`src/hdl/rth_pkg.sv`:
```
// ----------------------------------------------------------------------------
// rth_pkg
// shared types and constants of the rgb to hsv converter
// ----------------------------------------------------------------------------
package rth_pkg;

    localparam int FRAC_BITS_DEF = 16;
    localparam int CHAN_W        = 8;
    localparam int DIV_W         = 11;
    localparam int NUM_LANES     = 3;

    localparam int LANE_HUE = 0;
    localparam int LANE_SAT = 1;
    localparam int LANE_VAL = 2;

    localparam logic [DIV_W-1:0] VAL_DIVISOR = DIV_W'(255);

    typedef struct packed {
        logic [DIV_W-1:0] rem;
        logic [DIV_W-1:0] div;
    } t_lane;

    typedef struct packed {
        logic hue_zero;
        logic sat_zero;
    } t_flags;

endpackage

```
`src/hdl/rgb_to_hsv_converter.sv`:
```
// ----------------------------------------------------------------------------
// a transaction passes the rth_front register, then one divider cell register per quotient bit, to o_valid
// throughput: one transaction per cycle while busy is low, set by one division cell per bit
// busy is high during reset and for one cycle after it, and low otherwise
// reset clears the pipeline valid bits, results are not held for a receiver
// ----------------------------------------------------------------------------
// rgb_to_hsv_converter
// pixel rgb to hsv conversion through a chain of divider cells
// ----------------------------------------------------------------------------
module rgb_to_hsv_converter #(
    parameter int FRAC_BITS = rth_pkg::FRAC_BITS_DEF
) (
    input  logic                          i_clk,
    input  logic                          i_rst_n,
    input  logic                          start,
    output logic                          busy,
    input  logic [rth_pkg::CHAN_W-1:0]    i_red,
    input  logic [rth_pkg::CHAN_W-1:0]    i_green,
    input  logic [rth_pkg::CHAN_W-1:0]    i_blue,
    output logic                          o_valid,
    output logic [FRAC_BITS-1:0]          o_hue_frac,
    output logic [FRAC_BITS:0]            o_saturation,
    output logic [FRAC_BITS:0]            o_brightness
);
    import rth_pkg::*;

    localparam int QW      = FRAC_BITS + 1;
    localparam int NCELLS  = FRAC_BITS + 1;
    localparam int LATENCY = FRAC_BITS + 2;

    logic                              r_busy;
    logic                              accept;

    logic [NCELLS:0]                   c_valid;
    t_lane [NCELLS:0][NUM_LANES-1:0]   c_lane;
    logic [NCELLS:0][NUM_LANES-1:0][QW-1:0] c_quot;
    t_flags [NCELLS:0]                 c_flags;
    logic [NUM_LANES-1:0]              front_bit;

    always_ff @(posedge i_clk) begin
        if (!i_rst_n) begin
            r_busy <= 1'b1;
        end else begin
            r_busy <= 1'b0;
        end
    end

    assign busy   = r_busy;
    assign accept = start && !r_busy;

    rth_front u_front (
        .i_clk   (i_clk),
        .i_rst_n (i_rst_n),
        .i_valid (accept),
        .i_red   (i_red),
        .i_green (i_green),
        .i_blue  (i_blue),
        .o_valid (c_valid[0]),
        .o_lane  (c_lane[0]),
        .o_bit   (front_bit),
        .o_flags (c_flags[0])
    );

    assign c_quot[0] = '0;

    for (genvar i = 0; i < NCELLS; i++) begin : g_cell
        logic [NUM_LANES-1:0] shift_in;
        assign shift_in = (i == 0) ? front_bit : '0;

        rth_div_cell #(
            .QW (QW)
        ) u_cell (
            .i_clk   (i_clk),
            .i_rst_n (i_rst_n),
            .i_valid (c_valid[i]),
            .i_lane  (c_lane[i]),
            .i_bit   (shift_in),
            .i_quot  (c_quot[i]),
            .i_flags (c_flags[i]),
            .o_valid (c_valid[i+1]),
            .o_lane  (c_lane[i+1]),
            .o_quot  (c_quot[i+1]),
            .o_flags (c_flags[i+1])
        );
    end

    assign o_valid      = c_valid[NCELLS];
    assign o_hue_frac   = c_flags[NCELLS].hue_zero ? '0
                        : c_quot[NCELLS][LANE_HUE][FRAC_BITS-1:0];
    assign o_saturation = c_flags[NCELLS].sat_zero ? '0
                        : c_quot[NCELLS][LANE_SAT];
    assign o_brightness = c_quot[NCELLS][LANE_VAL];

    a_latency: assert property (@(posedge i_clk) disable iff (!i_rst_n)
        accept |-> ##LATENCY o_valid)
        else $error("result strobe missing after transaction");

    a_sat_range: assert property (@(posedge i_clk) disable iff (!i_rst_n)
        o_valid |-> (o_saturation <= (QW'(1) << FRAC_BITS)))
        else $error("saturation above one");

    a_val_range: assert property (@(posedge i_clk) disable iff (!i_rst_n)
        o_valid |-> (o_brightness <= (QW'(1) << FRAC_BITS)))
        else $error("brightness above one");

    a_gray_hue: assert property (@(posedge i_clk) disable iff (!i_rst_n)
        (o_valid && (o_saturation == '0)) |-> (o_hue_frac == '0))
        else $error("hue nonzero for gray pixel");

endmodule

```
`src/hdl/rth_front.sv`:
```
// ----------------------------------------------------------------------------
// rth_front
// max, min and hue numerator of one pixel, loads the divider lanes
// ----------------------------------------------------------------------------
module rth_front (
    input  logic                                 i_clk,
    input  logic                                 i_rst_n,
    input  logic                                 i_valid,
    input  logic [rth_pkg::CHAN_W-1:0]           i_red,
    input  logic [rth_pkg::CHAN_W-1:0]           i_green,
    input  logic [rth_pkg::CHAN_W-1:0]           i_blue,
    output logic                                 o_valid,
    output rth_pkg::t_lane [rth_pkg::NUM_LANES-1:0] o_lane,
    output logic [rth_pkg::NUM_LANES-1:0]        o_bit,
    output rth_pkg::t_flags                      o_flags
);
    import rth_pkg::*;

    logic                   r_valid;
    t_lane [NUM_LANES-1:0]  r_lane;
    logic [NUM_LANES-1:0]   r_bit;
    t_flags                 r_flags;

    t_lane [NUM_LANES-1:0]  n_lane;
    logic [NUM_LANES-1:0]   n_bit;
    t_flags                 n_flags;

    logic                   red_hi;
    logic                   green_hi;
    logic [CHAN_W-1:0]      hi;
    logic [CHAN_W-1:0]      lo;
    logic [CHAN_W-1:0]      rng;
    logic [DIV_W-1:0]       rng6;
    logic [DIV_W-1:0]       num;

    always_comb begin
        red_hi   = (i_red >= i_green) && (i_red >= i_blue);
        green_hi = (i_green >= i_blue);
        if (red_hi) begin
            hi = i_red;
        end else if (green_hi) begin
            hi = i_green;
        end else begin
            hi = i_blue;
        end
        if ((i_red <= i_green) && (i_red <= i_blue)) begin
            lo = i_red;
        end else if (i_green <= i_blue) begin
            lo = i_green;
        end else begin
            lo = i_blue;
        end
        rng  = hi - lo;
        rng6 = {1'b0, rng, 2'b00} + {2'b00, rng, 1'b0};
        if (red_hi) begin
            if (i_green >= i_blue) begin
                num = DIV_W'(i_green) - DIV_W'(i_blue);
            end else begin
                num = rng6 - (DIV_W'(i_blue) - DIV_W'(i_green));
            end
        end else if (green_hi) begin
            num = {2'b00, rng, 1'b0} + DIV_W'(i_blue) - DIV_W'(i_red);
        end else begin
            num = {1'b0, rng, 2'b00} + DIV_W'(i_red) - DIV_W'(i_green);
        end

        n_lane[LANE_HUE].rem = {1'b0, num[DIV_W-1:1]};
        n_lane[LANE_HUE].div = rng6;
        n_bit[LANE_HUE]      = num[0];
        n_lane[LANE_SAT].rem = {4'b0000, rng[CHAN_W-1:1]};
        n_lane[LANE_SAT].div = DIV_W'(hi);
        n_bit[LANE_SAT]      = rng[0];
        n_lane[LANE_VAL].rem = {4'b0000, hi[CHAN_W-1:1]};
        n_lane[LANE_VAL].div = VAL_DIVISOR;
        n_bit[LANE_VAL]      = hi[0];
        n_flags.hue_zero     = (rng == '0);
        n_flags.sat_zero     = (hi == '0);
    end

    always_ff @(posedge i_clk) begin
        if (!i_rst_n) begin
            r_valid <= 1'b0;
        end else begin
            r_valid <= i_valid;
        end
    end

    always_ff @(posedge i_clk) begin
        r_lane  <= n_lane;
        r_bit   <= n_bit;
        r_flags <= n_flags;
    end

    assign o_valid = r_valid;
    assign o_lane  = r_lane;
    assign o_bit   = r_bit;
    assign o_flags = r_flags;

endmodule

```
`src/hdl/rth_div_cell.sv`:
```
// ----------------------------------------------------------------------------
// rth_div_cell
// one restoring division step for the hue, saturation and value lanes
// ----------------------------------------------------------------------------
module rth_div_cell #(
    parameter int QW = rth_pkg::FRAC_BITS_DEF + 1
) (
    input  logic                                    i_clk,
    input  logic                                    i_rst_n,
    input  logic                                    i_valid,
    input  rth_pkg::t_lane [rth_pkg::NUM_LANES-1:0] i_lane,
    input  logic [rth_pkg::NUM_LANES-1:0]           i_bit,
    input  logic [rth_pkg::NUM_LANES-1:0][QW-1:0]   i_quot,
    input  rth_pkg::t_flags                         i_flags,
    output logic                                    o_valid,
    output rth_pkg::t_lane [rth_pkg::NUM_LANES-1:0] o_lane,
    output logic [rth_pkg::NUM_LANES-1:0][QW-1:0]   o_quot,
    output rth_pkg::t_flags                         o_flags
);
    import rth_pkg::*;

    logic                              r_valid;
    t_lane [NUM_LANES-1:0]             r_lane;
    logic [NUM_LANES-1:0][QW-1:0]      r_quot;
    t_flags                            r_flags;

    t_lane [NUM_LANES-1:0]             n_lane;
    logic [NUM_LANES-1:0][QW-1:0]      n_quot;

    logic [NUM_LANES-1:0][DIV_W:0]     trial;
    logic [NUM_LANES-1:0]              fits;

    always_comb begin
        for (int k = 0; k < NUM_LANES; k++) begin
            trial[k]      = {i_lane[k].rem, i_bit[k]};
            fits[k]       = (trial[k] >= {1'b0, i_lane[k].div});
            n_lane[k].div = i_lane[k].div;
            if (fits[k]) begin
                n_lane[k].rem = DIV_W'(trial[k] - {1'b0, i_lane[k].div});
            end else begin
                n_lane[k].rem = trial[k][DIV_W-1:0];
            end
            n_quot[k] = {i_quot[k][QW-2:0], fits[k]};
        end
    end

    always_ff @(posedge i_clk) begin
        if (!i_rst_n) begin
            r_valid <= 1'b0;
        end else begin
            r_valid <= i_valid;
        end
    end

    always_ff @(posedge i_clk) begin
        r_lane  <= n_lane;
        r_quot  <= n_quot;
        r_flags <= i_flags;
    end

    assign o_valid = r_valid;
    assign o_lane  = r_lane;
    assign o_quot  = r_quot;
    assign o_flags = r_flags;

endmodule
```
`config.mk`:
```
export PLATFORM = sky130hd
export DESIGN_NAME = rgb_to_hsv_converter
export DESIGN_NICKNAME = d
export VERILOG_FILES = /design/src/hdl/rth_pkg.sv /design/src/hdl/rgb_to_hsv_converter.sv /design/src/hdl/rth_front.sv /design/src/hdl/rth_div_cell.sv
export SDC_FILE = /design/constraint.sdc
export NUM_CORES = 2
export LEC_CHECK = 0
export BUFFER_PORTS_ARGS = -buffer_cell sky130_fd_sc_hd__buf_2
export CELL_PAD_IN_SITES_DETAIL_PLACEMENT = 0
export CELL_PAD_IN_SITES_GLOBAL_PLACEMENT = 1
export CORE_MARGIN = 2
export CORE_UTILIZATION = 50
export CTS_CLUSTER_DIAMETER = 40
export DETAILED_ROUTE_END_ITERATION = 6
export PLACE_DENSITY_LB_ADDON = 0.08
export SLEW_MARGIN = 40
export SYNTH_ARGS = -nofsm -noshare
export SYNTH_HDL_FRONTEND = slang
export SYNTH_SLANG_ARGS = --single-unit
export TNS_END_PERCENT = 20
```
`constraint.sdc`:
```
create_clock -name i_clk -period 8.3 [get_ports i_clk]
set_input_delay 0.415 -clock i_clk [delete_from_list [all_inputs] [get_ports i_clk]]
set_output_delay 0.415 -clock i_clk [all_outputs]
set_load 0.01 [all_outputs]
```
==> metrics.md <==
| Metric | Value |
|---|---|
| Status | finished clean |
| Port Buffers | between 70 and 80 |
| First-pass GRT wire length | between 100,000 and 150,000 um |
| Dpl hpwl | between 60,000 and 70,000 um |
| Post-detailed-route count of antenna-violating nets | 0 |
| Synth Area in Adders | about 12% |
| Most frequent cells after synthesis | 1,302 x dfxtp_1, 635 x inv_1, 403 x ha_1 |
| Synth Cell Area | 0.04796 mm2 |
| Area Overhead vs Synth | 15.12% |
| Die X | ~310 um |
| # IOs | slightly below 80 |
| Syn avg cell area | a little over 10 um2 |
| Total global routing overflow | 0 |
| Post-route setup TNS | 0 ns |
| Crit. End Element | register |
| Number of diodes | 0 |
| TritonRoute pass-1 iters | 5 |
| Number of global-route vias before repair | 29,480 |
| Synth top area share | between 50% and 60% |
| H-tree levels | 4 |
| Final wirelength | between 80,000 and 90,000 um |
| Worst Hold Path EP | u_front.o_lane[26]$_DFF_P_ |
| Simple-Gate Fraction of Synth Area | between 10% and 20% |
| Fillers | roughly 8,200 |
| Max-slew violation count | 0 |
| Largest net degree at the start of global routing | 38 |
| # Max-Cap Violations | 0 |
| Complex-gate fraction of the synthesized area | under 10% |
| Number of antenna violations at the first check in global routing | 1 |
| Seq cells post-synth | around 1,300 |
| Wire per inst | between 10 and 15 um |
| Clock root buffer | clkbuf_16 |
| Slew of the pin with the lowest slew margin | roughly 0.8 ns |
| Dpl cell area | roughly 0.050 mm2 |
| Post_cts resized | 0 |
| DRT iter0 DRCs | 1,006 |
| Post-synthesis mux area share | under 10% |
| Worst reg-to-reg setup slack | between 4 and 5 ns |
| Number of remaining DRC errors | 0 |
| Fin area | 0.05521 mm2 |
| Max Freq | 0.1601 GHz |
| DR vias | about 29,000 |
| Critical path class | input port to register |
| Reg2Reg Depth | 12 |
| CTS tree | done |
| Clk slew on worst S/H paths | 0.06 ns |
| Area contributors post-synth | dfxtp_1 54%, ha_1 11%, inv_1 5.0%, o21ai_0 2.9%, xnor2_1 2.9% |
| Worst hold start | i_red[4] |
| Die ar. | around 0.098 mm2 |
| RSZ-0062 raised after global routing | no |
| CP startpoint kind | input port |
| CTS max path bufs | 3 |
| Headroom to the max-slew limit | around 46% |
| FF-to-FF End | g_cell[10].u_cell.o_lane[17]$_DFF_P_ |
| Final min period | around 6.2 ns |
| Synth Warn # | 0 |
| Worst R2R Start | g_cell[9].u_cell.o_lane[2]$_DFF_P_ |
| Initial Utilization | 50.48% |
| Final clock skew | just over 0.03 ns |
| Die Y | between 300 and 400 um |
| Num rows | 113 |
| Number of synthesized flops with an enable pin | 0 |
| Synth Instances | 4,636 |
| Final nets | about 5,300 |
| Largest family of logic cells by synthesized area | adder cells |
| Final period util | approximately three quarters |
| Synth area leader | dfxtp_1 |
| Endpoints failing hold | 0 |
| Fraction of layout cells with a size suffix above 1 | 9.428% |
| Yosys cell types | 67 |
| Mean number of vias per cell | between 4 and 5 |
| Num CTS Buffers | ~160 |
| WP data arrival | about 7 ns |
| Routability Congestion | approximately 0.86 |
| Worst path required time | a little under 9 ns |
| Syn nets | roughly 5,100 |
| Setup-failing EPs final | 0 |
| Synth Area in XOR/XNOR | under 10% |
| Total GRT Usage | 17.32% |
| Worst hold stages | 3 |
| Most common cell in the synthesized netlist | dfxtp_1 |
| Core Area | ~0.095 mm2 |
| Clk_lat worst skew | about 0.74 ns |
| HP Class | input port to register |
| Ys flop type | dfxtp_1 |
| Clk sinks | ~1,300 |
| Fraction of registers with async set/reset | 0% |
| CP max FO | 17 |
| Sequential area share after synthesis | between 50% and 60% |
==> state kept, by name (all words and copies together) (netlist names) <==
register,count
u_front.o_flags,2
u_front.o_valid,1
u_front.o_lane,34
g_cell.u_cell.o_lane,769
busy,1
g_cell.u_cell.o_flags,34
g_cell.u_cell.o_valid,17
u_front.o_bit,2
g_cell.u_cell.o_quot,442
==> worst max path at each step <==
stage	endpoint	slack, ns	cells after the start	from
after floorplan	u_front.o_lane[20]$_DFF_P_	2.36	25	i_green[3]
after global placement	u_front.o_lane[20]$_DFF_P_	1.42	27	i_red[0]
after detailed placement	u_front.o_lane[20]$_DFF_P_	1.40	27	i_red[0]
after CTS	u_front.o_lane[20]$_DFF_P_	2.14	27	i_red[0]
after global routing	u_front.o_lane[20]$_DFF_P_	1.59	27	i_red[0]
final	u_front.o_lane[20]$_DFF_P_	2.05	27	i_red[0]
==> kinds of logic after synthesis <==
family                   count (synthesis)
flip-flops                            1302
AND/OR/NAND/NOR                       1002
AO/OA/AOI/OAI                          809
buffers and inverters                  717
adder cells (fa/ha/maj)                451
XOR/XNOR                               244
multiplexers                           111
==> area by class of cell <==
cell class / count / area [um2] / share of cell area [%]
Inverter: 635 / 2384 / 4.317
Clock inverter: 103 / 1328 / 2.405
Clock buffer: 186 / 4222 / 7.647
Multi-Input combinational cell: 2617 / 19150 / 34.68
Tap cell: 1265 / 1583 / 2.867
Timing Repair Buffer: 89 / 480.5 / 0.8703
Sequential cell: 1302 / 26070 / 47.21
==> per-stage QoR <==
step           hold WS, ns  utilization, %  setup WS (ns)  instances
2_1_floorplan       0.3096               -          2.359       4636
3_3_place_gp        0.3098           52.21          1.421       5905
3_5_place_dp        0.3121           52.23          1.399       5905
4_1_cts            0.05219           58.10          2.136       6197
5_1_grt             0.1040           58.11          1.593       6197
6_report            0.1275           58.11          2.054       6197
==> repair_timing <==
action	4_1_cts	5_1_grt
hold endpoints to repair	13	0
hold buffers	3	0
buffers inserted	0	0
==> critical path, stage by stage <==
cell	delay (ns)
buf_2	0.11
inv_1	0.08
ha_1	0.23
fa_1	0.37
o21a_1	0.21
a21oi_1	0.19
o22a_1	0.56
o21ai_0	0.37
inv_1	0.13
ha_1	0.18
inv_1	0.06
fa_1	0.40
xor2_1	0.51
inv_1	0.20
fa_1	0.50
inv_1	0.08
a21oi_1	0.07
maj3_1	0.43
xor2_1	0.21
ha_1	0.24
a2111oi_0	0.39
nor3_1	0.19
nand3_1	0.12
mux2i_1	0.07
a211o_1	0.26
xnor2_1	0.17
o22ai_1	0.09
==> cell usage in the layout, fill, tap and decap left out, types with 12 or more instances in the layout <==
cell,n
a21oi_1,272
and2_1,39
nor4_1,24
clkinv_2,12
clkbuf_16,160
o31ai_1,24
ha_1,403
clkinvlp_4,14
nand2b_1,112
clkbuf_1,14
nor2_1,247
nor3b_1,15
fa_1,47
xnor2_1,159
nand2_1,238
a21o_1,61
a211oi_1,27
xor2_1,83
inv_1,635
dfxtp_1,1302
clkbuf_8,12
nand3_1,87
bufinv_16,14
nor3_1,37
mux2i_1,32
mux2_2,78
o21a_1,18
nor2b_1,117
buf_2,78
a221oi_1,17
nand4_1,50
inv_6,29
o21ai_0,280
a21boi_0,43
==> layer usage <==
layer,GRT usage (%),vias up,wire [um]
met5,0,-,7
li1,-,15590,-
met2,30.64,334,40750
met1,20.62,13180,37310
met4,6.840,2,2500
met3,3.365,168,2628
Power is left out: the tool's default activity adds up to more than one toggle a clock period on the data nets, which glitch-free logic cannot reach.
